### src/hdl/bpsw_pkg.sv
// Shared constants, types and modular helper functions for the BPSW test unit.
package bpsw_pkg;

  localparam int NUMBER_WIDTH      = 64;
  localparam int TRIAL_PRIME_COUNT = 168;
  localparam int MAX_D_TRIES       = 64;
  localparam int MAX_W             = 64;
  localparam int PRIME_TABLE_SIZE  = 168;

  // Verdict source codes.
  localparam logic [2:0] DEC_TRIAL  = 3'd0;
  localparam logic [2:0] DEC_SMALL  = 3'd1;
  localparam logic [2:0] DEC_MR     = 3'd2;
  localparam logic [2:0] DEC_LUCAS  = 3'd3;
  localparam logic [2:0] DEC_PASSED = 3'd4;

  // Status of a multi-cycle arithmetic unit.
  typedef struct packed {
    logic busy;
    logic done;
  } unit_stat_t;

  localparam logic [9:0] SMALL_PRIMES [0:PRIME_TABLE_SIZE-1] = '{
    10'd2, 10'd3, 10'd5, 10'd7, 10'd11, 10'd13, 10'd17, 10'd19, 10'd23, 10'd29,
    10'd31, 10'd37, 10'd41, 10'd43, 10'd47, 10'd53, 10'd59, 10'd61, 10'd67, 10'd71,
    10'd73, 10'd79, 10'd83, 10'd89, 10'd97, 10'd101, 10'd103, 10'd107, 10'd109,
    10'd113, 10'd127, 10'd131, 10'd137, 10'd139, 10'd149, 10'd151, 10'd157, 10'd163,
    10'd167, 10'd173, 10'd179, 10'd181, 10'd191, 10'd193, 10'd197, 10'd199, 10'd211,
    10'd223, 10'd227, 10'd229, 10'd233, 10'd239, 10'd241, 10'd251, 10'd257, 10'd263,
    10'd269, 10'd271, 10'd277, 10'd281, 10'd283, 10'd293, 10'd307, 10'd311, 10'd313,
    10'd317, 10'd331, 10'd337, 10'd347, 10'd349, 10'd353, 10'd359, 10'd367, 10'd373,
    10'd379, 10'd383, 10'd389, 10'd397, 10'd401, 10'd409, 10'd419, 10'd421, 10'd431,
    10'd433, 10'd439, 10'd443, 10'd449, 10'd457, 10'd461, 10'd463, 10'd467, 10'd479,
    10'd487, 10'd491, 10'd499, 10'd503, 10'd509, 10'd521, 10'd523, 10'd541, 10'd547,
    10'd557, 10'd563, 10'd569, 10'd571, 10'd577, 10'd587, 10'd593, 10'd599, 10'd601,
    10'd607, 10'd613, 10'd617, 10'd619, 10'd631, 10'd641, 10'd643, 10'd647, 10'd653,
    10'd659, 10'd661, 10'd673, 10'd677, 10'd683, 10'd691, 10'd701, 10'd709, 10'd719,
    10'd727, 10'd733, 10'd739, 10'd743, 10'd751, 10'd757, 10'd761, 10'd769, 10'd773,
    10'd787, 10'd797, 10'd809, 10'd811, 10'd821, 10'd823, 10'd827, 10'd829, 10'd839,
    10'd853, 10'd857, 10'd859, 10'd863, 10'd877, 10'd881, 10'd883, 10'd887, 10'd907,
    10'd911, 10'd919, 10'd929, 10'd937, 10'd941, 10'd947, 10'd953, 10'd967, 10'd971,
    10'd977, 10'd983, 10'd991, 10'd997
  };

  // (a + b) mod m for residues a, b below m.
  function automatic logic [MAX_W-1:0] add_m(input logic [MAX_W-1:0] a,
                                             input logic [MAX_W-1:0] b,
                                             input logic [MAX_W-1:0] m);
    logic [MAX_W:0] s;
    s = {1'b0, a} + {1'b0, b};
    if (s >= {1'b0, m}) begin
      s = s - {1'b0, m};
    end
    return s[MAX_W-1:0];
  endfunction

  // (a - b) mod m for residues a, b below m.
  function automatic logic [MAX_W-1:0] sub_m(input logic [MAX_W-1:0] a,
                                             input logic [MAX_W-1:0] b,
                                             input logic [MAX_W-1:0] m);
    return (a >= b) ? a - b : a + (m - b);
  endfunction

  // x / 2 mod m for odd m.
  function automatic logic [MAX_W-1:0] half_m(input logic [MAX_W-1:0] x,
                                              input logic [MAX_W-1:0] m);
    return x[0] ? (x >> 1) + (m >> 1) + MAX_W'(1) : x >> 1;
  endfunction

endpackage

### src/hdl/bpsw_isqrt.sv
// Digit-serial integer square root, two radicand bits per cycle; flags perfect squares.
module bpsw_isqrt #(
  parameter int W = bpsw_pkg::NUMBER_WIDTH
) (
  input  logic                 clk,
  input  logic                 rst_n,
  input  logic                 go,
  input  logic [W-1:0]         x,
  output bpsw_pkg::unit_stat_t stat,
  output logic                 square
);

  localparam int W2 = W + (W % 2);
  localparam int H  = W2 / 2;
  localparam int RW = H + 3;
  localparam int CW = $clog2(H + 1);

  logic [W2-1:0] x_r;
  logic [H-1:0]  root_r;
  logic [RW-1:0] rem_r;
  logic [CW-1:0] cnt_r;
  logic          busy_r, done_r;
  logic [RW-1:0] r4, trial;

  // Bring down two bits and try to subtract 4*root + 1.
  always_comb begin
    r4    = {rem_r[RW-3:0], x_r[W2-1:W2-2]};
    trial = RW'({root_r, 2'b01});
  end

  always_ff @(posedge clk) begin
    if (!rst_n) begin
      busy_r <= 1'b0;
      done_r <= 1'b0;
      cnt_r  <= '0;
    end else begin
      done_r <= 1'b0;
      if (go) begin
        busy_r <= 1'b1;
        cnt_r  <= '0;
      end else if (busy_r) begin
        cnt_r <= cnt_r + CW'(1);
        if (cnt_r == CW'(H - 1)) begin
          busy_r <= 1'b0;
          done_r <= 1'b1;
        end
      end
    end
  end

  always_ff @(posedge clk) begin
    if (go) begin
      x_r    <= W2'(x);
      root_r <= '0;
      rem_r  <= '0;
    end else if (busy_r) begin
      x_r <= x_r << 2;
      if (r4 >= trial) begin
        rem_r  <= r4 - trial;
        root_r <= {root_r[H-2:0], 1'b1};
      end else begin
        rem_r  <= r4;
        root_r <= {root_r[H-2:0], 1'b0};
      end
    end
  end

  assign stat.busy = busy_r;
  assign stat.done = done_r;
  assign square    = (rem_r == '0);

endmodule
### config.mk
export PLATFORM = sky130hd
export DESIGN_NAME = bpsw_isqrt
export DESIGN_NICKNAME = d
export VERILOG_FILES = /design/src/hdl/bpsw_pkg.sv /design/src/hdl/bpsw_isqrt.sv
export SDC_FILE = /design/constraint.sdc
export NUM_CORES = 1
export LEC_CHECK = 0
export BUFFER_PORTS_ARGS = -buffer_cell sky130_fd_sc_hd__buf_2
export CAP_MARGIN = 20
export CORE_ASPECT_RATIO = 1.25
export CORE_MARGIN = 2
export CORE_UTILIZATION = 35
export CTS_CLUSTER_SIZE = 16
export DETAILED_ROUTE_END_ITERATION = 10
export PLACE_DENSITY = 0.49
export SETUP_SLACK_MARGIN = 0.3
export SLEW_MARGIN = 20
export SYNTH_ARGS = -nofsm -noshare
export SYNTH_HDL_FRONTEND = slang
export SYNTH_SLANG_ARGS = --single-unit
### constraint.sdc
create_clock -name clk -period 7.9 [get_ports clk]
set_input_delay 1.58 -clock clk [delete_from_list [all_inputs] [get_ports clk]]
set_output_delay 1.58 -clock clk [all_outputs]
set_load 0.02 [all_outputs]
==> flow_metrics.py, run 1 <==
metrics = {
    "cts": {
        "clkSlewWorstSetupHoldPaths_ns": 0.07,
        "cts_setup_buffers": 0,
        "cts-resized-gates": 0,
        "clock_sinks": 139,
        "ctsLongestPathBuffers": 2,
        "h-tree-depth": 4,
        "clockRootBuffer": "clkbuf_16",
        "hold_buffers": 0,
        "clk_latency_ns": 0.42,
        "cts_buffers": 17,
        "cts_tree": "built",
    },
    "outcome": {
        "run_status": "complete, no violations",
    },
    "floorplanning": {
        "die_x_um": 138,
        "die-area_sq_mm": 0.0236,
        "die_y_um": 171,
        "num_io_pins": 70,
        "design.core.area_sq_mm": 0.0221,
        "start_util_pct": 35.4,
        "rows": 61,
    },
    "route": {
        "met3WireLength_um": 778,
        "drtPass1Iterations": 4,
        "drc": 0,
        "viasPerCell": 5.22,
        "drt-initial-drc-count": 226,
        "wl_met1_um": 8390,
        "routed-wl-met2_um": 9160,
        "top_layer": "met4",
        "wl_per_cell_um": 16.3,
        "drtAntennaViolNets": 0,
        "wl_um": 18600,
        "vias": 5957,
    },
    "sta": {
        "max-slew-margin-rel_pct": 44.8,
        "hold_viol_final": 0,
        "tns_ns": 0,
        "holdWs_ns": 0.460,
        "post-route-min-period_ns": 3.70,
        "finalSetupViolCount": 0,
        "period_share_pct": 46.9,
        "drv_slew": 0,
        "tightest_slew_ns": 0.827,
        "grt_setup_unrepaired": "no",
        "clock_skew_ns": 0.0114,
        "fmax_mhz": 270,
    },
    "finish": {
        "layout.nets": 947,
        "drive_gt1_share_pct": 20.9,
        "diodes": 0,
        "area_delta_synth_final_pct": 14.9,
    },
    "setup_path": {
        "critPathMaxStageDelay_ns": 0.65,
        "worstPathMaxFanout": 17,
        "critical_path_cell_count": 11,
        "critical_path_arrival_ns": 4.03,
        "crit_slowest_cell": "o31a_1",
        "rr_startpoint": "root_r[2]",
        "timing.rr.end": "rem_r[31]",
        "cp-end-kind": "flop",
        "required_ns": 8.23,
        "timing.reg2reg.worst_path_depth": 11,
        "worstSetupPathType": "flop to flop",
        "reg2reg_slack_ns": 4.20,
        "crit_start": "root_r[2]",
        "path_delay_family": "compound AO/OA/AOI/OAI gates",
        "cp_common_cell": "nand2_1",
        "cp-start-kind": "flop",
        "crit_buf_inv": 2,
        "crit_chain": "inv_1 > ha_1 > or3_1 > o221ai_1 > nand2_1 > a31o_2 > a211oi_2 > o31a_1 > buf_4 > nand2_1 > a311oi_1",
        "setup.worst_path.end": "rem_r[31]",
    },
    "worst_hold_path": {
        "min_path_type": "flop to flop",
    },
    "global_route": {
        "antenna_found_initial": 0,
        "grt_pass1_wl_um": 30500,
        "grt-ovfl-total": 0,
        "grt_pass1_vias": 5951,
        "grt_max_degree": 69,
        "grt.total_usage_pct": 16.5,
    },
    "logic_synthesis": {
        "yosysSeqAreaShare_pct": 43.7,
        "synth_nets": 902,
        "avgSynthCellArea_sq_um": 9.78,
        "ys.flop_type": "dfxtp_1",
        "yosysUniqueCellTypes": 60,
        "synth_edf_count": 64,
        "yosysWarnings": 0,
        "async_flop_share_pct": 0,
        "synth_cells": 800,
        "ys_ff_latch": 139,
        "synth_area_sq_mm": 0.00783,
    },
    "job": {
        "drv_cap": 0,
    },
    "power": {
        "p_per_area_mw_per_mm2": 391,
        "p_leak_uw": 0.00359,
        "vdd_drop_max_uv": 252,
    },
    "placement": {
        "gp_congestion": 0.849,
        "portBuffers": 69,
        "dpl.hpwl_um": 13200,
    },
}
## how the worst min path moves through the flow
stage	start	cells after the start	to	slack, ns
floorplan	rem_r[33]	2	rem_r[33]	0.43
global placement	rem_r[33]	2	rem_r[33]	0.45
detailed placement	rem_r[33]	2	rem_r[33]	0.46
CTS	rem_r[33]	2	rem_r[33]	0.46
global route	rem_r[33]	2	rem_r[33]	0.48
finish	rem_r[33]	2	rem_r[33]	0.46
## where the power goes
group / internal, uW / switching [uW] / leakage, uW
Clock: 458 / 371 / 0.000302
Sequential: 854 / 85.1 / 0.00126
Combinational: 699 / 1050 / 0.00203
## Yosys cell counts, drive strengths merged, types with 5 or more instances
| master | number | area, sq um |
|---|---|---|
| a21o | 16 | 120 |
| nand3 | 14 | 70.1 |
| a311oi | 19 | 166 |
| xnor2 | 19 | 166 |
| nor2b | 5 | 31.3 |
| nor4 | 10 | 62.6 |
| o31ai | 13 | 103 |
| and3 | 8 | 50.1 |
| inv | 45 | 169 |
| nand2 | 80 | 300 |
| buf | 18 | 91.3 |
| mux2 | 62 | 698 |
| dfxtp | 75 | 1500 |
| mux2i | 38 | 380 |
| a31oi | 6 | 37.5 |
| ha | 35 | 438 |
| nor2 | 77 | 289 |
| a31o | 5 | 43.8 |
| nor3 | 13 | 65.1 |
| clkbuf | 31 | 116 |
| o21ai | 24 | 120 |
| xor2 | 13 | 114 |
| nand4 | 16 | 100 |
| a211oi | 6 | 50.1 |
| a21oi | 29 | 145 |
| o21a | 8 | 60.1 |
| edfxtp | 64 | 1920 |
## tightest hold or removal path, stage by stage, from the launching register on
cell and delay (ns):
dfxtp_1 0.32, nand2_1 0.05, o21ai_1 0.05
## cell families (layout without fill, tap and decap cells)
group	count (synthesis)	in the layout	synth area share, %
xor gates and xnor gates	32	32	3.58
DFF	139	139	43.7
muxes	100	100	13.8
AOI/OAI and AO/OA	162	162	14.8
and+or+nand+nor	238	238	13.7
adders and majority gates	35	35	5.60
buffers and inverters	94	152	4.81
## placed cells by master, fill, tap and decap left out, types with 14 or more instances in the layout
| master | synthesis | routed |
|---|---|---|
| mux2_2 | 62 | 62 |
| clkbuf_16 | 0 | 17 |
| nand4_1 | 16 | 16 |
| ha_1 | 35 | 35 |
| a311oi_1 | 19 | 19 |
| a21o_1 | 16 | 16 |
| mux2i_1 | 38 | 38 |
| xnor2_1 | 19 | 19 |
| a21oi_1 | 29 | 29 |
| nand3_1 | 14 | 14 |
| edfxtp_1 | 64 | 64 |
| dfxtp_1 | 75 | 74 |
| nor2_1 | 77 | 77 |
| o21ai_0 | 15 | 15 |
| buf_2 | 4 | 68 |
| nand2_1 | 80 | 80 |
| inv_1 | 44 | 43 |
## layout make-up
class	instances	area, sq um
tap	283	354
multi-input combinational	567	4030
fill	2255	13100
sequential	139	3430
timing repair buffer	75	393
clock inverter	15	188
inverter	45	169
clock buffer	17	425
## sequential cells by signal, summed over array words and instances (netlist names)
register / cells
busy_r: 1
cnt_r: 6
done_r: 1
rem_r: 35
root_r: 32
x_r: 64
## stage by stage
stage / setup WS, ns / cell area, sq um / total power [uW] / cells / util, %
global placement: 4.09 / 8380 / 2710 / 1109 / 37.8
CTS: 4.12 / 8990 / 3550 / 1141 / 40.6
detailed placement: 4.11 / 8380 / 2690 / 1109 / 37.8
global route: 3.89 / 8990 / 3770 / 1141 / 40.6
floorplan: 4.35 / 7830 / 2260 / 800 / -
finish: 4.20 / 8990 / 3510 / 1141 / 40.6
## per-layer routing
layer | track usage, % | vias to the layer above
li1 | - | 3013
met1 | 20.6 | 2816
met2 | 28.7 | 111
met3 | 3.98 | 17
met4 | 4.13 | 0
met5 | 0 | -
No activity file was read; power rests on OpenSTA's default activity.
==> run 2: changes to the inputs <==
==> constraint.sdc (replaced) <==
create_clock -name clk -period 3.5 [get_ports clk]
set_input_delay 0.7 -clock clk [delete_from_list [all_inputs] [get_ports clk]]
set_output_delay 0.7 -clock clk [all_outputs]
set_load 0.02 [all_outputs]
==> flow_metrics.py, run 2 (synthesis results as in run 1) <==
metrics = {
    "global_route": {
        "grt_max_degree": 107,
        "grt_pass1_vias": 6117,
        "grt.total_usage_pct": 17.5,
        "grt-ovfl-total": 0,
        "antenna_found_initial": 0,
        "grt_pass1_wl_um": 32200,
    },
    "route": {
        "vias": 6014,
        "drt-initial-drc-count": 346,
        "wl_per_cell_um": 16.9,
        "drtAntennaViolNets": 0,
        "viasPerCell": 5.23,
        "wl_um": 19500,
        "drc": 0,
        "drtPass1Iterations": 4,
    },
    "finish": {
        "fill_cells": 2217,
        "diodes": 0,
        "drive_gt1_share_pct": 23.1,
        "stdcell_count": 1150,
        "final_cell_mix": "80 x nand2_1, 76 x nor2_1, 74 x dfxtp_1, 68 x buf_2, 64 x edfxtp_1",
        "area_delta_synth_final_pct": 17.5,
        "regMostFlops": "x_r",
        "layout_commonest_cell": "nand2_1",
        "reg_top3": "x_r: 64 flops, rem_r: 35 flops, root_r: 32 flops",
        "largest_reg_flops": 64,
        "layout.nets": 956,
    },
    "sta": {
        "clock_skew_ns": 0.0102,
        "finalSetupViolCount": 0,
        "fmax_mhz": 330,
        "tightest_slew_ns": 0.620,
        "period_share_pct": 86.7,
        "hold_viol_final": 0,
        "grt_setup_unrepaired": "yes",
        "drv_slew": 0,
        "max-slew-margin-rel_pct": 58.7,
        "tns_ns": 0,
        "post-route-min-period_ns": 3.03,
    },
    "setup_path": {
        "setup.worst_path.end": "rem_r[34]",
        "rr_startpoint": "root_r[20]",
        "worstSetupPathType": "flop to flop",
        "cp-end-kind": "flop",
        "required_ns": 3.83,
        "cp_common_cell": "or4_1",
        "critPathMaxStageDelay_ns": 0.52,
        "critical_path_arrival_ns": 3.36,
        "timing.rr.end": "rem_r[34]",
        "timing.reg2reg.worst_path_depth": 10,
        "crit_slowest_cell": "or4_1",
        "worstPathMaxFanout": 7,
        "crit_chain": "inv_1 > ha_2 > and2_4 > nand3_1 > or4_1 > o31ai_1 > a21oi_1 > o31a_1 > or4_1 > a311oi_1",
        "cp-start-kind": "flop",
        "reg2reg_slack_ns": 0.47,
        "crit_start": "root_r[20]",
    },
    "floorplanning": {
        "rows": 61,
        "die_x_um": 138,
        "die-area_sq_mm": 0.0236,
        "die_y_um": 171,
        "design.core.area_sq_mm": 0.0221,
        "start_util_pct": 35.4,
        "num_io_pins": 70,
    },
    "cts": {
        "ctsLongestPathBuffers": 2,
        "clk_latency_ns": 0.43,
        "clock_sinks": 139,
        "cts_buffers": 17,
        "cts_tree": "built",
        "h-tree-depth": 4,
        "clkSlewWorstSetupHoldPaths_ns": 0.07,
        "clockRootBuffer": "clkbuf_16",
    },
    "power": {
        "p_leak_uw": 0.00366,
        "vdd_drop_max_uv": 539,
        "p_per_area_mw_per_mm2": 910,
    },
    "placement": {
        "gp_congestion": 0.858,
        "place_inst": 1114,
        "portBuffers": 69,
        "dpl.hpwl_um": 13600,
    },
    "job": {
        "drv_cap": 0,
    },
    "outcome": {
        "run_status": "complete, no violations",
    },
    "worst_hold_path": {
        "min_path_type": "flop to flop",
    },
}
run 2: changes by cell type in the layout (fill, tap and decap cells not counted), moves of 2 or more:
cell and delta:
buf_12 +3, buf_4 +3, buf_6 +2, ha_1 -3, ha_2 +2, inv_6 -2
run 2: worst min path at each step:
| stage | start | endpoint | slack [ns] | cells past startpoint |
|---|---|---|---|---|
| global placement | rem_r[33] | rem_r[33] | 0.47 | 2 |
| detailed placement | rem_r[33] | rem_r[33] | 0.47 | 2 |
| CTS | rst_n | busy_r | 0.48 | 2 |
| finish | rem_r[33] | rem_r[33] | 0.47 | 2 |
| global route | rst_n | busy_r | 0.49 | 2 |
| floorplan | rem_r[33] | rem_r[33] | 0.43 | 2 |
run 2: area by class of cell:
type / instances / area, sq um / area share [%]
multi-input cells: 567 / 4110 / 44.6
clock buffers: 17 / 425 / 4.63
inverters: 45 / 169 / 1.84
repair buffers: 84 / 523 / 5.69
well taps: 283 / 354 / 3.85
flip-flops and latches: 139 / 3430 / 37.3
clock inverters: 15 / 194 / 2.11
run 2: routing by layer:
metal  part of all wire (%)  global-route usage, %
met5                      0                      0
met4                    2.0                   7.14
met3                    4.3                   3.98
met2                     49                   28.7
met1                     45                   22.1
run 2: power by group:
group | internal (uW) | switching [uW] | total (uW) | leakage (uW)
Clock | 1040 | 865 | 1900 | 0.000300
Sequential | 1930 | 187 | 2110 | 0.00126
Combinational | 1880 | 2470 | 4350 | 0.00210
Total | 4840 | 3520 | 8370 | 0.00366
run 2: critical path: cells and delay by family, from the launching register on:
kind | cells | cell delay, ns
AO/OA/AOI/OAI | 4 | 0.84
adder cells (fa/ha/maj) | 1 | 0.39
buffers and inverters | 1 | 0.06
flip-flops | 1 | 0.36
AND/OR/NAND/NOR | 4 | 1.28
run 2: through the flow:
step / util, % / area, sq um / power (uW) / worst slack (ns) / hold slack (ns)
floorplan: - / 7830 / 5100 / 0.721 / 0.428
global placement: 38.2 / 8450 / 6260 / 0.271 / 0.467
detailed placement: 38.2 / 8450 / 6230 / 0.324 / 0.472
CTS: 41.0 / 9070 / 8170 / 0.325 / 0.476
global route: 41.6 / 9200 / 8970 / 0.289 / 0.489
finish: 41.6 / 9200 / 8370 / 0.466 / 0.472
run 2: timing repair:
action,CTS,global route
gates cloned,0,1
gates resized for setup,1,17
hold buffers,0,0
pin swaps,0,5
buffers inserted,0,3
endpoints found under the setup margin,1,32
