<file path="src/hdl/bpsw_pkg.sv">
// Shared constants, types and modular helper functions for the BPSW test unit.
package bpsw_pkg;

  localparam int NUMBER_WIDTH      = 64;
  localparam int TRIAL_PRIME_COUNT = 168;
  localparam int MAX_D_TRIES       = 64;
  localparam int MAX_W             = 64;
  localparam int PRIME_TABLE_SIZE  = 168;

  // Verdict source codes.
  localparam logic [2:0] DEC_TRIAL  = 3'd0;
  localparam logic [2:0] DEC_SMALL  = 3'd1;
  localparam logic [2:0] DEC_MR     = 3'd2;
  localparam logic [2:0] DEC_LUCAS  = 3'd3;
  localparam logic [2:0] DEC_PASSED = 3'd4;

  // Status of a multi-cycle arithmetic unit.
  typedef struct packed {
    logic busy;
    logic done;
  } unit_stat_t;

  localparam logic [9:0] SMALL_PRIMES [0:PRIME_TABLE_SIZE-1] = '{
    10'd2, 10'd3, 10'd5, 10'd7, 10'd11, 10'd13, 10'd17, 10'd19, 10'd23, 10'd29,
    10'd31, 10'd37, 10'd41, 10'd43, 10'd47, 10'd53, 10'd59, 10'd61, 10'd67, 10'd71,
    10'd73, 10'd79, 10'd83, 10'd89, 10'd97, 10'd101, 10'd103, 10'd107, 10'd109,
    10'd113, 10'd127, 10'd131, 10'd137, 10'd139, 10'd149, 10'd151, 10'd157, 10'd163,
    10'd167, 10'd173, 10'd179, 10'd181, 10'd191, 10'd193, 10'd197, 10'd199, 10'd211,
    10'd223, 10'd227, 10'd229, 10'd233, 10'd239, 10'd241, 10'd251, 10'd257, 10'd263,
    10'd269, 10'd271, 10'd277, 10'd281, 10'd283, 10'd293, 10'd307, 10'd311, 10'd313,
    10'd317, 10'd331, 10'd337, 10'd347, 10'd349, 10'd353, 10'd359, 10'd367, 10'd373,
    10'd379, 10'd383, 10'd389, 10'd397, 10'd401, 10'd409, 10'd419, 10'd421, 10'd431,
    10'd433, 10'd439, 10'd443, 10'd449, 10'd457, 10'd461, 10'd463, 10'd467, 10'd479,
    10'd487, 10'd491, 10'd499, 10'd503, 10'd509, 10'd521, 10'd523, 10'd541, 10'd547,
    10'd557, 10'd563, 10'd569, 10'd571, 10'd577, 10'd587, 10'd593, 10'd599, 10'd601,
    10'd607, 10'd613, 10'd617, 10'd619, 10'd631, 10'd641, 10'd643, 10'd647, 10'd653,
    10'd659, 10'd661, 10'd673, 10'd677, 10'd683, 10'd691, 10'd701, 10'd709, 10'd719,
    10'd727, 10'd733, 10'd739, 10'd743, 10'd751, 10'd757, 10'd761, 10'd769, 10'd773,
    10'd787, 10'd797, 10'd809, 10'd811, 10'd821, 10'd823, 10'd827, 10'd829, 10'd839,
    10'd853, 10'd857, 10'd859, 10'd863, 10'd877, 10'd881, 10'd883, 10'd887, 10'd907,
    10'd911, 10'd919, 10'd929, 10'd937, 10'd941, 10'd947, 10'd953, 10'd967, 10'd971,
    10'd977, 10'd983, 10'd991, 10'd997
  };

  // (a + b) mod m for residues a, b below m.
  function automatic logic [MAX_W-1:0] add_m(input logic [MAX_W-1:0] a,
                                             input logic [MAX_W-1:0] b,
                                             input logic [MAX_W-1:0] m);
    logic [MAX_W:0] s;
    s = {1'b0, a} + {1'b0, b};
    if (s >= {1'b0, m}) begin
      s = s - {1'b0, m};
    end
    return s[MAX_W-1:0];
  endfunction

  // (a - b) mod m for residues a, b below m.
  function automatic logic [MAX_W-1:0] sub_m(input logic [MAX_W-1:0] a,
                                             input logic [MAX_W-1:0] b,
                                             input logic [MAX_W-1:0] m);
    return (a >= b) ? a - b : a + (m - b);
  endfunction

  // x / 2 mod m for odd m.
  function automatic logic [MAX_W-1:0] half_m(input logic [MAX_W-1:0] x,
                                              input logic [MAX_W-1:0] m);
    return x[0] ? (x >> 1) + (m >> 1) + MAX_W'(1) : x >> 1;
  endfunction

endpackage

</file>
<file path="src/hdl/bpsw_modred.sv">
// Bit-serial remainder unit: x mod m by restoring division, one bit per cycle.
module bpsw_modred #(
  parameter int W = bpsw_pkg::NUMBER_WIDTH
) (
  input  logic                 clk,
  input  logic                 rst_n,
  input  logic                 go,
  input  logic [W-1:0]         x,
  input  logic [W-1:0]         m,
  output bpsw_pkg::unit_stat_t stat,
  output logic [W-1:0]         rem
);

  localparam int CW = $clog2(W);

  logic [W-1:0]  x_r, m_r, rem_r;
  logic [CW-1:0] cnt_r;
  logic          busy_r, done_r;
  logic [W:0]    r2;
  logic [W:0]    r_step;

  // Shift in the next dividend bit and subtract the modulus if it fits.
  always_comb begin
    r2 = {rem_r, x_r[W-1]};
    if (r2 >= {1'b0, m_r}) begin
      r_step = r2 - {1'b0, m_r};
    end else begin
      r_step = r2;
    end
  end

  always_ff @(posedge clk) begin
    if (!rst_n) begin
      busy_r <= 1'b0;
      done_r <= 1'b0;
      cnt_r  <= '0;
    end else begin
      done_r <= 1'b0;
      if (go) begin
        busy_r <= 1'b1;
        cnt_r  <= '0;
      end else if (busy_r) begin
        cnt_r <= cnt_r + CW'(1);
        if (cnt_r == CW'(W - 1)) begin
          busy_r <= 1'b0;
          done_r <= 1'b1;
        end
      end
    end
  end

  always_ff @(posedge clk) begin
    if (go) begin
      x_r   <= x;
      m_r   <= m;
      rem_r <= '0;
    end else if (busy_r) begin
      rem_r <= r_step[W-1:0];
      x_r   <= x_r << 1;
    end
  end

  assign stat.busy = busy_r;
  assign stat.done = done_r;
  assign rem       = rem_r;

endmodule

</file>
<file path="config.mk">
export PLATFORM = sky130hd
export DESIGN_NAME = bpsw_modred
export DESIGN_NICKNAME = d
export VERILOG_FILES = /design/src/hdl/bpsw_pkg.sv /design/src/hdl/bpsw_modred.sv
export SDC_FILE = /design/constraint.sdc
export NUM_CORES = 1
export LEC_CHECK = 0
export ABC_CLOCK_PERIOD_IN_PS = 7600
export BUFFER_PORTS_ARGS = -buffer_cell sky130_fd_sc_hd__buf_4
export CAP_MARGIN = 20
export CORE_UTILIZATION = 40
export CTS_CLUSTER_DIAMETER = 200
export DETAILED_ROUTE_END_ITERATION = 6
export SYNTH_ARGS = -nofsm -noshare
export SYNTH_HDL_FRONTEND = slang
export SYNTH_SLANG_ARGS = --single-unit
</file>
<file path="constraint.sdc">
create_clock -name clk -period 7.6 [get_ports clk]
set_clock_uncertainty 0.15 [all_clocks]
set_input_delay 1.52 -clock clk [delete_from_list [all_inputs] [get_ports clk]]
set_output_delay 1.52 -clock clk [all_outputs]
set_load 0.05 [all_outputs]
</file>
==> results_dict.tcl, run 1 <==
set metrics [dict create \
    via_per_inst 5.41 \
    drcViolationCount 0 \
    grt_pass1_wl_mm 48.7 \
    ctsResizeCount 0 \
    clk_pin_slew_ns 0.08 \
    crit_type "reg2reg" \
    clock_sinks 200 \
    synth_top_family_by_area "compound AO/OA/AOI/OAI gates" \
    worst_path_max_delay_cell "inv_2" \
    ys_seq_area_frac 0.447 \
    portBuffers 196 \
    drtIter0Drc 564 \
    grt_util_all_layers 0.202 \
    grt.met2_usage 0.310 \
    grt_antenna_before_repair 0 \
    die_w_um 174 \
    fmax_mhz 239 \
    power.leakage_nw 5.93 \
    antenna_cells 0 \
    clockBufferDepth 2 \
    nNetsFinal 1585 \
    drive_gt1_frac 0.221 \
    synthSimpleGateAreaFrac 0.135 \
    root_buffer "clkbuf_16" \
    core_um2 28900 \
    cts_max_level 4 \
    crit_chain "ha_1 > a21o_1 > a21oi_1 > a21oi_1 > o31ai_2 > o32ai_1 > a211o_2 > inv_2 > nor2_1 > nand4_1 > nor4b_1" \
    placementRows 62 \
    dp_slack_ns 3.41 \
    fill_cells 2733 \
    synth_compound_area_frac 0.185 \
    initial_core_util 0.409 \
    synthAdderAreaFrac 0.0704 \
    cts_tree "built" \
    use_met1 0.273 \
    final.setup.tns_ns 0 \
    vdd_drop_max_mv 0.155 \
    grt_setup_unrepaired "false" \
    synth.avg_cell_area_um2 9.57 \
    worst-path-max-fanout 53 \
    setup_ws_ns 3.41 \
    area_growth_pct 19.3 \
    synthesis.area_um2 11800 \
    wl_mm 29.9 \
    synth-xor-area-share 0.0422 \
    cpMostUsedCell "a21oi_1" \
    dp_hpwl_mm 21.9 \
    grt_util_met3 0.0601 \
    tightestPinTransition_ns 1.03 \
    yosys.cell_types.count 67 \
    critPathArrivalTime_ns 4.39 \
    post-route-period-util 0.551 \
    final_common_cell "buf_4" \
    die_h_um 174 \
    syn_nets 1433 \
    grt_pass1_vias 9346 \
    hold_path.class "reg2reg" \
    grt_max_degree 84 \
    ys_warn_count 0 \
    final_cell_mix "buf_4 (200), nand2_1 (142), edfxtp_1 (128)" \
    max_slew_margin 0.311 \
    final_max_slew_viol_count 0 \
    synth.ff_latch_count 200 \
    cts_hold_buffers 0 \
    synthMuxAreaShare 0.0694 \
    multi_input_area_um2 5940 \
    async_reset_ff_frac 0 \
    clk_latency_ns 0.46 \
    ant_nets 0 \
    drtPass1Iterations 5 \
    syn_inst 1236 \
    gp_congestion 0.887 \
    crit_path_end_kind "register" \
    cap_viol_max_count 0 \
    status "completed" \
    setup-violations-final 0 \
    ff_latch_area_um2 5290 \
    dieArea_um2 30300 \
    yosys_most_used_dff "edfxtp_1" \
    postCtsSetupRepairBufs 0 \
    final-hold-violation-count 0 \
    finalCriticalPeriod_ns 4.19 \
    synth_edf_count 128 \
    routedWlPerCell_um 16.8 \
    required_ns 7.80 \
    pin_count 197 \
    top_usage_layer "met2" \
    critPathMaxStageDelay_ns 0.72 \
    critPathLaunchType "register" \
    grt-ovfl-total 0 \
    cts_made_buffers 17 \
    vias 9648 \
    p_per_area_nw_per_um2 227 \
]
-- logic make-up after synthesis --
kind of cell               after synthesis
AOI/OAI and AO/OA                      323
xor gates and xnor gates                57
adders and majority gates               66
buffers and inverters                  153
DFF                                    200
muxes                                   74
and+or+nand+nor                        363
-- through the flow --
| stage | total power [mW] | utilization | std cells | cell area (µm²) | hold slack (ns) |
|---|---|---|---|---|---|
| 2_1_floorplan | 2.04 | - | 1236 | 11800 | 0.308 |
| 3_3_place_gp | 2.31 | 0.468 | 1753 | 13500 | 0.317 |
| 3_5_place_dp | 2.32 | 0.468 | 1753 | 13500 | 0.334 |
| 4_1_cts | 3.23 | 0.488 | 1785 | 14100 | 0.348 |
| 5_1_grt | 3.38 | 0.488 | 1785 | 14100 | 0.375 |
| 6_report | 3.20 | 0.488 | 1785 | 14100 | 0.345 |
-- state kept, by name (all words and copies together) (netlist names) --
register	cells
busy_r	1
cnt_r	6
done_r	1
m_r	64
rem	64
x_r	64
-- cell usage after synthesis, types with 3 or more instances --
master	n	area, µm²
o22ai_1	6	37.5
buf_2	11	55.1
nand4_1	22	138
xor2_1	23	201
a221oi_1	3	26.3
o21a_1	10	75.1
ha_1	65	813
a311oi_1	40	350
nand2b_1	8	50.1
and3_1	13	81.3
and2_1	3	18.8
nand2_1	142	533
a21oi_1	91	455
o31ai_1	6	45.0
mux2_2	64	721
xnor2_1	34	298
nor2b_1	6	37.5
a211oi_1	15	113
o21bai_1	16	120
a2111oi_0	5	43.8
o21ai_0	50	250
nor2_1	115	432
or3_1	3	18.8
o211ai_1	6	45.0
a31oi_1	6	37.5
mux2i_1	10	100
a211o_1	10	87.6
a21boi_0	3	22.5
clkbuf_1	54	203
nor4_1	8	50.1
or2_2	4	25.0
edfxtp_1	128	3840
a21o_1	30	225
nand3_1	21	105
dfxtp_1	72	1440
inv_1	84	315
nor3_1	12	60.1
-- per-layer routing --
metal	share of wire	vias up	wire (µm)
li1	-	4809	-
met1	0.47	4571	14100
met2	0.45	241	13400
met3	0.069	27	2070
met4	0.014	0	433
met5	0	-	0
-- cell type report --
class | count | area share
clock buffer | 18 | 0.0304
clock inverter | 14 | 0.00984
inverter | 85 | 0.0226
multi-input combinational | 883 | 0.421
sequential | 200 | 0.375
tap | 384 | 0.0340
timing repair buffer | 201 | 0.107
-- critical path, delay by kind of cell, from the launching register on --
family,cells,cell delay [ns]
AOI/OAI and AO/OA,6,1.72
DFF,1,0.36
adders and majority gates,1,0.38
and+or+nand+nor,3,0.69
buffers and inverters,1,0.72
-- path summary, 6_finish.rpt --
path | from | to | slack, ns | depth (start not counted)
max | rem[2] | rem[47] | 3.41 | 11
min | cnt_r[5] | cnt_r[5] | 0.35 | 2
max reg2reg | rem[2] | rem[47] | 3.41 | 11
min reg2reg | cnt_r[5] | cnt_r[5] | 0.35 | 2
-- where the power goes --
| group | total [mW] | switching, mW | internal, mW |
|---|---|---|---|
| Sequential | 1.33 | 0.0646 | 1.27 |
| Clock | 0.907 | 0.446 | 0.461 |
| Combinational | 0.966 | 0.600 | 0.365 |
(Power assumes the default switching activity.)
==> run 2, diff against run 1 <==
--- a/config.mk
+++ b/config.mk
@@ -5,7 +5,8 @@
 export SDC_FILE = /design/constraint.sdc
 export NUM_CORES = 1
 export LEC_CHECK = 0
-export ABC_CLOCK_PERIOD_IN_PS = 7600
+export ABC_AREA = 1
+export ABC_CLOCK_PERIOD_IN_PS = 3700
 export BUFFER_PORTS_ARGS = -buffer_cell sky130_fd_sc_hd__buf_4
 export CAP_MARGIN = 20
 export CORE_UTILIZATION = 40
==> constraint.sdc (replaced) <==
create_clock -name clk -period 3.7 [get_ports clk]
set_clock_uncertainty 0.15 [all_clocks]
set_input_delay 0.74 -clock clk [delete_from_list [all_inputs] [get_ports clk]]
set_output_delay 0.74 -clock clk [all_outputs]
set_load 0.05 [all_outputs]
==> run 2 against run 1 <==
Die area grew 21%. Critical path depth rose by 8. Flip-flop and latch count did not move. Synthesized cell count up 75%. Wire length up 57%. Register-to-register slack worse by 2.8 ns. Critical path type unchanged. Largest power group unchanged.
==> results_dict.tcl, run 2 <==
set metrics [dict create \
    status "completed" \
    p_total_mw 5.19 \
    worst-path-max-fanout 65 \
    core_um2 34900 \
    portBuffers 196 \
    pin_count 197 \
    initial_core_util 0.411 \
    dp_slack_ns 0.608 \
    setup_ws_ns 0.582 \
    critPathArrivalTime_ns 3.32 \
    dp_hpwl_mm 38.0 \
    holdPathEnd "m_r[26]" \
    final-hold-violation-count 0 \
    worst_path_max_delay_cell "buf_4" \
    critPathMaxStageDelay_ns 0.66 \
    drcViolationCount 0 \
    cpLargestDelayFamily "simple AND/OR/NAND/NOR gates" \
    final_common_cell "nand2_1" \
    yosysMostFrequentCell "nand2_1" \
    power.leakage_nw 9.34 \
    p_int_mw 3.75 \
    die_w_um 191 \
    dieArea_um2 36600 \
    die_h_um 191 \
    drtIter0Drc 894 \
    drtPass1Iterations 7 \
    r2r_cells 19 \
    grt_util_all_layers 0.260 \
    final_cell_mix "nand2_1 (910), inv_1 (428), buf_4 (203)" \
    grt_antenna_before_repair 0 \
    drive_gt1_frac 0.131 \
    cts_hold_buffers 0 \
    crit_path_end_kind "register" \
    cpMostUsedCell "nand2_1" \
    synth_edf_count 128 \
    cts_max_level 4 \
    placementRows 68 \
    netlist_top_cells_area "edfxtp_1 (27%), nand2_1 (24%), inv_1 (11%)" \
    hold_path.class "in2reg" \
    cap_viol_max_count 0 \
    worstReg2RegStart "m_r[3]" \
    clk_latency_ns 0.46 \
    ctsResizeCount 0 \
    finalCriticalPeriod_ns 3.12 \
    gp_congestion 0.959 \
    final_max_slew_viol_count 0 \
    p_sw_frac 0.277 \
    crit_type "reg2reg" \
    worstHoldStart "m[26]" \
    grt_pass1_wl_mm 72.0 \
    via_per_inst 4.83 \
    syn_inst 2169 \
    crit_chain "inv_1 > ha_1 > nand2_2 > inv_2 > nand2_1 > nand2_1 > nand2_1 > nand3_2 > nand2_2 > nand2_2 > nand2_2 > nand2_4 > nand2_4 > buf_4 > nand3_1 > nand2_1 > inv_1 > nand2_1 > nand2_1" \
    routedWlPerCell_um 16.7 \
    ys_warn_count 0 \
    async_reset_ff_frac 0 \
    wl_mm 47.0 \
    root_buffer "clkbuf_16" \
    grt_setup_unrepaired "false" \
    nNetsFinal 2545 \
    combPwrFrac 0.123 \
    vias 13600 \
    p_seq_frac 0.494 \
    grt-ovfl-total 0 \
    max_slew_margin 0.408 \
    cp.buffers_inverters 4 \
    r2r_setup_slack_ns 0.58 \
    holdPathStages 1 \
    reg2reg_to "rem[49]" \
    grt_pass1_vias 12900 \
    setup-violations-final 0 \
    power.switching_mw 1.44 \
    ys_seq_area_frac 0.369 \
    vdd_drop_max_mv 0.344 \
    antenna_cells 0 \
    synth_top_area_frac 0.268 \
    yosys_most_used_dff "edfxtp_1" \
    clockBufferDepth 2 \
    tightestPinTransition_ns 0.889 \
    clk_pin_slew_ns 0.08 \
    synth.avg_cell_area_um2 6.61 \
    clock_sinks 200 \
    final.setup.tns_ns 0 \
    critPathLaunchType "register" \
    yosys.area.top_type "edfxtp_1" \
    fin_util 0.484 \
    grt_max_degree 66 \
    area_growth_pct 17.7 \
    clkPwrFrac 0.382 \
    post-route-period-util 0.843 \
    cts_tree "built" \
    syn_nets 2366 \
    synth_common_cells "nand2_1 (910), inv_1 (428), nand3_1 (142), edfxtp_1 (128), nor2_1 (102)" \
    fmax_mhz 321 \
    fin_area_um2 16900 \
    synthesis.area_um2 14300 \
    yosys.cell_types.count 41 \
    ant_nets 0 \
    cts_made_buffers 17 \
    p_per_area_nw_per_um2 307 \
    postCtsSetupRepairBufs 0 \
    required_ns 3.91 \
    synth.ff_latch_count 200 \
    dpl_cell_area_um2 16200 \
]
[run 2: cell types whose count changed in the layout (fill, tap and decap cells not counted), sizes merged, moves of 13 or more]
| cell | change |
|---|---|
| nand2 | +782 |
| nand3 | +131 |
| a21o | -29 |
| and3 | -13 |
| nand3b | +33 |
| mux2 | -64 |
| xor2 | -20 |
| a311oi | -41 |
| inv | +353 |
| a21oi | -38 |
| a211oi | -16 |
[run 2: logic make-up after synthesis]
group	after synthesis	synth area share
buffers and inverters	488	0.135
AOI/OAI and AO/OA	114	0.0427
xor gates and xnor gates	32	0.0195
DFF	200	0.369
and+or+nand+nor	1269	0.376
adders and majority gates	66	0.0581
[run 2: through the flow]
stage | hold slack, ns | std cells
3_5_place_dp | 0.325 | 2783
6_report | 0.295 | 2816
5_1_grt | 0.271 | 2816
4_1_cts | 0.276 | 2815
3_3_place_gp | 0.316 | 2783
2_1_floorplan | 0.293 | 2169
[run 2: worst max path at each step]
stage                       from      end  slack, ns  cells after the start
after global placement    rem[1]  rem[50]       0.62                     18
after detailed placement  m_r[3]  rem[49]       0.61                     19
final                     m_r[3]  rem[49]       0.58                     19
after floorplan               go   x_r[0]       1.04                      4
after CTS                 rem[1]  rem[49]       0.57                     18
after global routing      rem[1]  rem[55]       0.33                     18
[run 2: power by group through the flow]
| stage | Combinational (mW) | Sequential (mW) | Clock, mW |
|---|---|---|---|
| after global routing | 0.714 | 2.58 | 2.10 |
| final | 0.639 | 2.57 | 1.98 |
| after global placement | 0.633 | 2.61 | 0 |
| after floorplan | 0.378 | 2.61 | 0 |
| after CTS | 0.641 | 2.57 | 2.03 |
| after detailed placement | 0.637 | 2.62 | 0 |
[run 2: worst reg2reg max path, stage by stage (launching register included)]
cell      delay (ns)
edfxtp_1        0.34
inv_1           0.04
ha_1            0.38
nand2_2         0.15
inv_2           0.04
nand2_1         0.08
nand2_1         0.05
nand2_1         0.06
nand3_2         0.17
nand2_2         0.11
nand2_2         0.09
nand2_2         0.10
nand2_4         0.06
nand2_4         0.06
buf_4           0.66
nand3_1         0.20
nand2_1         0.10
inv_1           0.05
nand2_1         0.06
nand2_1         0.05
[run 2: metal layers]
metal,global-route usage,share of wire,vias to the layer above
li1,-,-,6995
met2,0.421,0.45,353
met4,0.0464,0.011,0
met1,0.358,0.48,6216
met5,0,0,-
met3,0.0536,0.061,25
[run 2: area by class of cell]
cell class / count / area, µm²
Sequential cell: 200 / 5290
Clock buffer: 17 / 425
Fill cell: 3684 / 18000
Multi-Input combinational cell: 1481 / 7120
Inverter: 440 / 1650
Clock inverter: 15 / 199
Timing Repair Buffer: 208 / 1620
Tap cell: 455 / 569
