[src/hdl/bpsw_pkg.sv]
// Shared constants, types and modular helper functions for the BPSW test unit.
package bpsw_pkg;

  localparam int NUMBER_WIDTH      = 64;
  localparam int TRIAL_PRIME_COUNT = 168;
  localparam int MAX_D_TRIES       = 64;
  localparam int MAX_W             = 64;
  localparam int PRIME_TABLE_SIZE  = 168;

  // Verdict source codes.
  localparam logic [2:0] DEC_TRIAL  = 3'd0;
  localparam logic [2:0] DEC_SMALL  = 3'd1;
  localparam logic [2:0] DEC_MR     = 3'd2;
  localparam logic [2:0] DEC_LUCAS  = 3'd3;
  localparam logic [2:0] DEC_PASSED = 3'd4;

  // Status of a multi-cycle arithmetic unit.
  typedef struct packed {
    logic busy;
    logic done;
  } unit_stat_t;

  localparam logic [9:0] SMALL_PRIMES [0:PRIME_TABLE_SIZE-1] = '{
    10'd2, 10'd3, 10'd5, 10'd7, 10'd11, 10'd13, 10'd17, 10'd19, 10'd23, 10'd29,
    10'd31, 10'd37, 10'd41, 10'd43, 10'd47, 10'd53, 10'd59, 10'd61, 10'd67, 10'd71,
    10'd73, 10'd79, 10'd83, 10'd89, 10'd97, 10'd101, 10'd103, 10'd107, 10'd109,
    10'd113, 10'd127, 10'd131, 10'd137, 10'd139, 10'd149, 10'd151, 10'd157, 10'd163,
    10'd167, 10'd173, 10'd179, 10'd181, 10'd191, 10'd193, 10'd197, 10'd199, 10'd211,
    10'd223, 10'd227, 10'd229, 10'd233, 10'd239, 10'd241, 10'd251, 10'd257, 10'd263,
    10'd269, 10'd271, 10'd277, 10'd281, 10'd283, 10'd293, 10'd307, 10'd311, 10'd313,
    10'd317, 10'd331, 10'd337, 10'd347, 10'd349, 10'd353, 10'd359, 10'd367, 10'd373,
    10'd379, 10'd383, 10'd389, 10'd397, 10'd401, 10'd409, 10'd419, 10'd421, 10'd431,
    10'd433, 10'd439, 10'd443, 10'd449, 10'd457, 10'd461, 10'd463, 10'd467, 10'd479,
    10'd487, 10'd491, 10'd499, 10'd503, 10'd509, 10'd521, 10'd523, 10'd541, 10'd547,
    10'd557, 10'd563, 10'd569, 10'd571, 10'd577, 10'd587, 10'd593, 10'd599, 10'd601,
    10'd607, 10'd613, 10'd617, 10'd619, 10'd631, 10'd641, 10'd643, 10'd647, 10'd653,
    10'd659, 10'd661, 10'd673, 10'd677, 10'd683, 10'd691, 10'd701, 10'd709, 10'd719,
    10'd727, 10'd733, 10'd739, 10'd743, 10'd751, 10'd757, 10'd761, 10'd769, 10'd773,
    10'd787, 10'd797, 10'd809, 10'd811, 10'd821, 10'd823, 10'd827, 10'd829, 10'd839,
    10'd853, 10'd857, 10'd859, 10'd863, 10'd877, 10'd881, 10'd883, 10'd887, 10'd907,
    10'd911, 10'd919, 10'd929, 10'd937, 10'd941, 10'd947, 10'd953, 10'd967, 10'd971,
    10'd977, 10'd983, 10'd991, 10'd997
  };

  // (a + b) mod m for residues a, b below m.
  function automatic logic [MAX_W-1:0] add_m(input logic [MAX_W-1:0] a,
                                             input logic [MAX_W-1:0] b,
                                             input logic [MAX_W-1:0] m);
    logic [MAX_W:0] s;
    s = {1'b0, a} + {1'b0, b};
    if (s >= {1'b0, m}) begin
      s = s - {1'b0, m};
    end
    return s[MAX_W-1:0];
  endfunction

  // (a - b) mod m for residues a, b below m.
  function automatic logic [MAX_W-1:0] sub_m(input logic [MAX_W-1:0] a,
                                             input logic [MAX_W-1:0] b,
                                             input logic [MAX_W-1:0] m);
    return (a >= b) ? a - b : a + (m - b);
  endfunction

  // x / 2 mod m for odd m.
  function automatic logic [MAX_W-1:0] half_m(input logic [MAX_W-1:0] x,
                                              input logic [MAX_W-1:0] m);
    return x[0] ? (x >> 1) + (m >> 1) + MAX_W'(1) : x >> 1;
  endfunction

endpackage

[src/hdl/bpsw_mulmod.sv]
// Bit-serial modular multiplier: one multiplier bit per cycle, MSB first.
module bpsw_mulmod #(
  parameter int W = bpsw_pkg::NUMBER_WIDTH
) (
  input  logic                 clk,
  input  logic                 rst_n,
  input  logic                 go,
  input  logic [W-1:0]         a,
  input  logic [W-1:0]         b,
  input  logic [W-1:0]         m,
  output bpsw_pkg::unit_stat_t stat,
  output logic [W-1:0]         prod
);

  localparam int CW = $clog2(W);

  logic [W-1:0]  a_r, b_r, m_r, acc_r;
  logic [CW-1:0] cnt_r;
  logic          busy_r, done_r;
  logic [W+1:0]  x, m1, m2;
  logic [W+1:0]  step;

  // Double the accumulator, add the multiplicand when the bit is set, reduce.
  always_comb begin
    x  = ({2'b00, acc_r} << 1) + (b_r[W-1] ? {2'b00, a_r} : '0);
    m1 = {2'b00, m_r};
    m2 = m1 << 1;
    if (x >= m2) begin
      step = x - m2;
    end else if (x >= m1) begin
      step = x - m1;
    end else begin
      step = x;
    end
  end

  // Operand capture and iteration.
  always_ff @(posedge clk) begin
    if (!rst_n) begin
      busy_r <= 1'b0;
      done_r <= 1'b0;
      cnt_r  <= '0;
    end else begin
      done_r <= 1'b0;
      if (go) begin
        busy_r <= 1'b1;
        cnt_r  <= '0;
      end else if (busy_r) begin
        cnt_r <= cnt_r + CW'(1);
        if (cnt_r == CW'(W - 1)) begin
          busy_r <= 1'b0;
          done_r <= 1'b1;
        end
      end
    end
  end

  always_ff @(posedge clk) begin
    if (go) begin
      a_r   <= a;
      b_r   <= b;
      m_r   <= m;
      acc_r <= '0;
    end else if (busy_r) begin
      acc_r <= step[W-1:0];
      b_r   <= b_r << 1;
    end
  end

  assign stat.busy = busy_r;
  assign stat.done = done_r;
  assign prod      = acc_r;

endmodule

[config.mk]
export PLATFORM = sky130hd
export DESIGN_NAME = bpsw_mulmod
export DESIGN_NICKNAME = d
export VERILOG_FILES = /design/src/hdl/bpsw_pkg.sv /design/src/hdl/bpsw_mulmod.sv
export SDC_FILE = /design/constraint.sdc
export NUM_CORES = 1
export LEC_CHECK = 0
export BUFFER_PORTS_ARGS = -buffer_cell sky130_fd_sc_hd__buf_2
export CAP_MARGIN = 20
export CORE_ASPECT_RATIO = 1.25
export CORE_MARGIN = 1
export CORE_UTILIZATION = 25
export CTS_BUF_LIST = sky130_fd_sc_hd__clkbuf_8
export DETAILED_ROUTE_END_ITERATION = 8
export PLACE_DENSITY_LB_ADDON = 0.2
export SYNTH_ARGS = -nofsm -noshare
export SYNTH_HDL_FRONTEND = slang
export SYNTH_SLANG_ARGS = --single-unit
export TNS_END_PERCENT = 1
[constraint.sdc]
create_clock -name clk -period 9.2 [get_ports clk]
set_input_delay 1.38 -clock clk [delete_from_list [all_inputs] [get_ports clk]]
set_output_delay 1.38 -clock clk [all_outputs]
set_load 0.1 [all_outputs]
==> results of run 1 <==
## sequential cells by signal, summed over array words and instances (netlist names)
name    count
busy_r      1
b_r        64
prod       64
done_r      1
cnt_r       6
m_r        64
a_r        64
## worst max-delay path: cells and delay by family (launching register included)
| family | cells | cell delay [ps] |
|---|---|---|
| mux | 1 | 350 |
| compound gates | 9 | 3210 |
| buf+inv | 4 | 810 |
| simple gates | 10 | 1840 |
| fa+ha+maj | 2 | 930 |
| xor+xnor | 1 | 380 |
| flops | 1 | 580 |
## Yosys cell counts, drive strengths merged (72+ instances only)
cell type | instances | area [um2]
o21ai | 143 | 716
dfxtp | 72 | 1440
ha | 192 | 2400
xnor2 | 106 | 928
nor2 | 157 | 607
clkbuf | 104 | 390
nand2 | 188 | 706
a21o | 95 | 713
xor2 | 78 | 683
mux2 | 83 | 935
inv | 122 | 458
and2 | 74 | 463
edfxtp | 192 | 5770
a21oi | 265 | 1330
## power by group through the flow
stage / logic [uW] / clock network (uW) / registers [uW]
global placement: 6130 / 0 / 1640
detailed placement: 6090 / 0 / 1640
finish: 6180 / 1230 / 1600
CTS: 6130 / 1290 / 1610
floorplan: 3800 / 0 / 2170
global route: 6650 / 1330 / 1620
## layout by cell type (no fill, tap or decap), types with 10 or more instances in the layout
cell / Yosys / routed
buf_2: 12 / 259
mux2_2: 79 / 79
o211ai_1: 25 / 25
xnor2_1: 106 / 106
o21ai_0: 140 / 140
edfxtp_1: 192 / 192
o31ai_1: 12 / 12
clkinv_1: 0 / 11
mux2i_1: 19 / 19
nand4_1: 61 / 61
a311oi_1: 10 / 10
a31o_2: 10 / 10
a21oi_1: 263 / 263
buf_4: 5 / 37
nand3_1: 45 / 45
a211oi_1: 37 / 37
nand2_1: 188 / 187
inv_1: 122 / 133
a21o_1: 95 / 95
nor3_1: 43 / 43
dfxtp_1: 72 / 71
o21a_1: 39 / 39
o21bai_1: 36 / 36
nor2_1: 154 / 154
nand2b_1: 17 / 17
clkbuf_8: 0 / 56
nor4_1: 12 / 12
nor2b_1: 18 / 18
or3_1: 12 / 12
ha_1: 192 / 192
and3_1: 24 / 24
xor2_1: 78 / 78
a31oi_1: 30 / 30
and2_1: 74 / 74
## per-layer routing
metal  up-vias  GRT usage  routed length [um]
li1       9690          -                   -
met2       677      0.340               42900
met3       234     0.0382                4990
met1      9738      0.218               34300
met4        24      0.130                6220
met5         -          0                 163
## final cells by class
class                           count  area share
Clock buffer                       56      0.0301
Inverter                          122      0.0179
Sequential cell                   264       0.282
Multi-Input combinational cell   1966       0.537
Clock inverter                     37     0.00929
Tap cell                         1168      0.0571
Timing Repair Buffer              303      0.0671
Antenna cell                        2    0.000196
## cell families (layout without fill, tap and decap cells)
group	Yosys count	count (layout)	share of synthesized area
other	0	2	0
AO/OA/AOI/OAI	807	807	0.237
XOR/XNOR	184	184	0.0734
multiplexers	102	102	0.0513
buffers and inverters	251	518	0.0462
AND/OR/NAND/NOR	678	678	0.152
flip-flops	264	264	0.328
adder cells (fa/ha/maj)	195	195	0.112
## per-stage QoR
step / power [uW] / area, um2 / util
after floorplan: 5970 / 21900 / -
after global placement: 7770 / 24500 / 0.282
after detailed placement: 7730 / 24600 / 0.282
after CTS: 9030 / 25600 / 0.294
after global routing: 9600 / 25600 / 0.294
final: 9010 / 25600 / 0.294
## how the worst min path moves through the flow
stage / to
after global placement: cnt_r[5]$_SDFFE_PP0P_
final: done_r$_SDFF_PP0_
after CTS: done_r$_SDFF_PP0_
after floorplan: done_r$_SDFF_PP0_
after detailed placement: done_r$_SDFF_PP0_
after global routing: done_r$_SDFF_PP0_
==> metrics.cfg, run 1 <==
[timing]
final_max_slew_viol_count=0
setup_ws_ps=855
setup_violations=0
setup-tns-final_ps=0
rsz0062_at_grt=false
finalCriticalPeriod_ps=8350
max_freq_ghz=0.120
worst_pin_slew_ps=1150
fin_crit_sh=0.907
clock_skew_ps=50.3
fin_hold_ws_ps=498
relSlewSlack=0.223
final_hold_viol_count=0

[route]
drtPass1Iterations=7
drcViolationCount=0
via_count=20363
drt_wl_total_um=88600
drtAntennaViolNets=0
drt_iter0_markers=1460
wl_per_cell_um=22.6
avgViaCountPerCell=5.20

[die]
start_util=0.252
fp.dieH_um=333
die_area_um2=89000
die_w_um=267
row_count=121
ios=261
core_um2=87100

[logic_synthesis]
synth_edf_count=192
ys_async_sr_fraction=0
yosysSeqAreaShare=0.328
ys_warn_count=0
ys_types=83
syn_inst=2481
synth_area_um2=21900
ys.flop_type=edfxtp_1
syn_avg_cell_area_um2=8.85
ys_ff_latch=264
syn_nets=2871

[clock_tree]
hold_buffers=0
cts_tree=done
clkTransAtPathRegs_ps=60
clock_latency_ps=680
cts_resized=0
numCtsBuffers=52
cts_root_buffer=clkbuf_8
numClockSinks=264
postCtsSetupBuffers=0
clockBufferDepth=3
htree_levels=2

[power]
irDropWorstVdd_uv=130
pwr-share-seq=0.178
p_leak_uw=0.0110
power_density_nw_per_um2=352
clkPwrFrac=0.136
p_comb_frac=0.686
internal_power_uw=4200
swShare=0.534
p_sw_uw=4810

[critical_path]
critPathLaunch=b_r[63]$_DFFE_PP_
r2r-start=b_r[63]$_DFFE_PP_
slowest_delay_ps=710
worstPathArrival_ps=8830
end_kind=flip-flop
crit_path_max_fanout=30
ff2ff_path_depth=27
r2r_setup_slack_ps=850
crit_type=reg2reg
crit_path_top_delay_cell=o21ai_0
cp-endpoint=prod[55]$_SDFFE_PP0P_
r2r-end=prod[55]$_SDFFE_PP0P_
startpoint_type=flip-flop
crit_required_ps=9690

[finish]
register_area_um2=7210
layout.nets=3099
layout-drive-gt1-share=0.177
multiInputGateArea_um2=13700
final_cells=3918
fillCellCount=9356
area_growth_pct=16.6

[placed_design]
gp_congestion=0.961
dp_hpwl_um=71100
placed_cells=3823
port_buffers=260
pre_cts_ws_ps=973

[grt]
grt_pass1_vias=20723
grt_overflow_total=0
grt_use_total=0.197
grt_pass1_wl_um=132000
grt_start_max_net_pins=78
antenna_found_initial=15

[run_status]
status=completed

[job]
cap_violations=0

[hold_path]
hold_start=cnt_r[5]$_SDFFE_PP0P_
hold_class=reg2reg
hold_depth=2

Note: power is estimated with default switching activity, not from simulation.
==> inputs of run 2 (changes only) <==
- ABC_AREA: not set -> 1
- CORE_MARGIN: 1 -> 2
- CTS_CLUSTER_DIAMETER: not set -> 120
==> run 2 against run 1 <==
Wire length rose by 43%. First-iteration DRC count is 14% higher. Worst setup slack gained 1600 ps. Power down 15%. Largest cell class unchanged. Combinational power is 19% lower. Critical endpoint is now prod[3]$_SDFFE_PP0P_. Hold slack got worse by 25 ps. Highest routed layer is now met4. Via count is 35% higher. Critical path depth rose by 2. Die area grew 18%. Clock-buffer cell count decreased by 4. Synthesized area is 17% higher. Final cell count up 45%.
==> metrics.cfg, run 2 <==
[run_status]
status=completed  ; unchanged

[hold_path]
hold_class=reg2reg  ; unchanged
hold_start=cnt_r[5]$_SDFFE_PP0P_  ; unchanged
min_to=done_r$_SDFF_PP0_  ; unchanged
hold_depth=2  ; unchanged

[timing]
final_hold_viol_count=0  ; unchanged
final_max_slew_viol_count=0  ; unchanged
finalCriticalPeriod_ps=6720  ; was 8350 ps
relSlewSlack=0.210  ; was 0.223
rsz0062_at_grt=false  ; unchanged
fin_hold_ws_ps=473  ; was 498 ps
clock_skew_ps=30.9  ; was 50.3 ps
worst_pin_slew_ps=1170  ; was 1150 ps
max_freq_ghz=0.149  ; was 0.120 GHz
fin_crit_sh=0.731  ; was 0.907
setup_violations=0  ; unchanged
setup-tns-final_ps=0  ; unchanged

[route]
via_count=27453  ; was 20363
drtAntennaViolNets=0  ; unchanged
drcViolationCount=0  ; unchanged
wl_per_cell_um=22.3  ; was 22.6 um
drt_wl_total_um=127000  ; was 88600 um
avgViaCountPerCell=4.85  ; was 5.20
drt_iter0_markers=1661  ; was 1460
drtPass1Iterations=6  ; was 7

[logic_synthesis]
synth_top_family_by_area=simple AND/OR/NAND/NOR gates  ; was compound AO/OA/AOI/OAI gates
synth_common_cells=nand2_1 (1227), inv_1 (653), nor2_1 (439)  ; was a21oi_1 (263), edfxtp_1 (192), ha_1 (192)
synthAdderAreaFrac=0.0958  ; was 0.112
synth_compound_area_frac=0.143  ; was 0.237
syn_inst=4033  ; was 2481
syn_nets=4423  ; was 2871
ys_types=50  ; was 83
synth_top_area_share=0.224  ; was 0.263
synth_top_area_cell=edfxtp_1  ; unchanged
yosysSeqAreaShare=0.280  ; was 0.328
syn_avg_cell_area_um2=6.37  ; was 8.85 um2
synth.area.top_cells=edfxtp_1 (22%), nand2_1 (18%), inv_1 (9.5%)  ; was edfxtp_1 (26%), ha_1 (11%), dfxtp_1 (6.6%)
ys.flop_type=edfxtp_1  ; unchanged
synth_most_common_cell=nand2_1  ; was a21oi_1
synth_simple_gate_area_frac=0.325  ; was 0.152
ys_ff_latch=264  ; unchanged
synth_mux_area_frac=0  ; was 0.0513
synth_edf_count=192  ; unchanged
synth-xor-area-share=0.0433  ; was 0.0734
synth_area_um2=25700  ; was 21900 um2
ys_warn_count=0  ; unchanged
ys_async_sr_fraction=0  ; unchanged

[clock_tree]
numClockSinks=264  ; unchanged
clockBufferDepth=3  ; unchanged
cts_resized=0  ; unchanged
clock_latency_ps=700  ; was 680 ps
hold_buffers=0  ; unchanged
clkTransAtPathRegs_ps=60  ; about the same
cts_root_buffer=clkbuf_8  ; unchanged
postCtsSetupBuffers=0  ; unchanged
numCtsBuffers=52  ; unchanged
htree_levels=2  ; unchanged
cts_tree=done  ; unchanged

[power]
total_power_uw=7630  ; was 9010 uW
p_leak_uw=0.0146  ; was 0.0110 uW
internal_power_uw=3260  ; was 4200 uW
power_density_nw_per_um2=260  ; was 352 nW/um2
irDropWorstVdd_uv=113  ; was 130 uV
clkPwrFrac=0.148  ; was 0.136
p_sw_uw=4370  ; was 4810 uW
pwr-share-seq=0.200  ; was 0.178
swShare=0.573  ; was 0.534
p_comb_frac=0.652  ; was 0.686

[grt]
grt_overflow_total=0  ; unchanged
grt_start_max_net_pins=85  ; was 78
grt_pass1_vias=28014  ; was 20723
grt_use_total=0.234  ; was 0.197
grt_pass1_wl_um=180000  ; was 132000 um
antenna_found_initial=3  ; was 15

[finish]
area_growth_pct=14.0  ; was 16.6%
register_area_um2=7210  ; unchanged
multiInputGateArea_um2=15600  ; was 13700 um2
finish.utilization=0.287  ; was 0.294
layout-drive-gt1-share=0.0863  ; was 0.177
final_cell_mix=nand2_1 (1227), inv_1 (671), nor2_1 (439)  ; was a21oi_1 (263), buf_2 (259), ha_1 (192), edfxtp_1 (192), nand2_1 (187)
layout.cells.most_common=nand2_1  ; was a21oi_1
fillCellCount=11767  ; was 9356
layout.nets=4680  ; was 3099

[critical_path]
crit_required_ps=9830  ; was 9690 ps
crit_type=reg2reg  ; unchanged
r2r-start=b_r[63]$_DFFE_PP_  ; unchanged
end_kind=flip-flop  ; unchanged
crit_path_max_fanout=64  ; was 30
cpMostUsedCell=nand2_1
crit_path_top_delay_cell=nor2_8  ; was o21ai_0
slowest_delay_ps=760  ; was 710 ps
ff2ff_path_depth=29  ; was 27
r2r-end=prod[3]$_SDFFE_PP0P_  ; was prod[55]$_SDFFE_PP0P_
r2r_setup_slack_ps=2480  ; was 850 ps
worstPathArrival_ps=7350  ; was 8830 ps
startpoint_type=flip-flop  ; unchanged

[die]
start_util=0.252  ; about the same
core_um2=102000  ; was 87100 um2
die_area_um2=105000  ; was 89000 um2
fp.dieH_um=362  ; was 333 um
die_w_um=291  ; was 267 um
row_count=131  ; was 121
ios=261  ; unchanged

[placed_design]
port_buffers=260  ; unchanged
dp_hpwl_um=108000  ; was 71100 um
gp_congestion=1.03  ; was 0.961

[job]
cap_violations=0  ; unchanged

-- run 2: cell types whose count changed in the layout (fill, tap and decap cells not counted), moves of 79 or more --
| cell | before | now |
|---|---|---|
| nand3_1 | 45 | 210 |
| mux2_2 | 79 | 0 |
| a21oi_1 | 263 | 379 |
| inv_1 | 133 | 671 |
| nor2_1 | 154 | 439 |
| nand2_1 | 187 | 1227 |
-- run 2: cells by family after synthesis --
kind of cell / count (synthesis)
flip-flops: 264
buffers and inverters: 725
AO/OA/AOI/OAI: 685
adder cells (fa/ha/maj): 195
AND/OR/NAND/NOR: 2037
XOR/XNOR: 127
-- run 2: layout make-up --
cell class | count | share of cell area
Multi-Input combinational cell | 3044 | 0.533
Sequential cell | 264 | 0.246
Inverter | 657 | 0.0842
Tap cell | 1330 | 0.0568
Timing Repair Buffer | 271 | 0.0482
Clock buffer | 52 | 0.0244
Clock inverter | 45 | 0.00760
Antenna cell | 1 | 0.0000854
-- run 2: power groups by stage --
stage | Sequential, uW | Combinational [uW] | Clock [uW]
2_1_floorplan | 1850 | 2880 | 0
3_3_place_gp | 1550 | 4880 | 0
3_5_place_dp | 1550 | 4860 | 0
4_1_cts | 1530 | 4880 | 1180
5_1_grt | 1540 | 5370 | 1220
6_report | 1520 | 4980 | 1130
-- run 2: worst max-delay path by stage --
| stage | to | from | cells past startpoint | slack, ps |
|---|---|---|---|---|
| floorplan | prod[52]$_SDFFE_PP0P_ | prod[0]$_SDFFE_PP0P_ | 28 | 4440 |
| global placement | prod[57]$_SDFFE_PP0P_ | b_r[63]$_DFFE_PP_ | 28 | 2330 |
| detailed placement | prod[3]$_SDFFE_PP0P_ | b_r[63]$_DFFE_PP_ | 29 | 2570 |
| CTS | prod[3]$_SDFFE_PP0P_ | b_r[63]$_DFFE_PP_ | 29 | 2540 |
| global route | prod[35]$_SDFFE_PP0P_ | b_r[63]$_DFFE_PP_ | 28 | 2070 |
| finish | prod[3]$_SDFFE_PP0P_ | b_r[63]$_DFFE_PP_ | 29 | 2480 |
-- run 2: metal layers --
layer | part of all wire | GRT usage | vias up
met1 | 0.40 | 0.267 | 12914
met2 | 0.48 | 0.411 | 744
met5 | 0 | 0 | -
met4 | 0.075 | 0.154 | 0
li1 | - | - | 13538
met3 | 0.042 | 0.0280 | 257
-- run 2: stage by stage --
step | instance area (um2) | cells | setup slack (ps)
finish | 29300 | 5664 | 2480
CTS | 29300 | 5663 | 2540
global placement | 28300 | 5565 | 2330
detailed placement | 28400 | 5566 | 2570
floorplan | 25700 | 4033 | 4440
global route | 29300 | 5664 | 2070
-- run 2: critical path, delay by kind of cell (launching register included) --
kind	cells	cell delay, ps
AOI/OAI and AO/OA	6	1540
DFF	1	320
and+or+nand+nor	12	2380
adders and majority gates	3	940
buffers and inverters	7	1090
xor gates and xnor gates	1	260
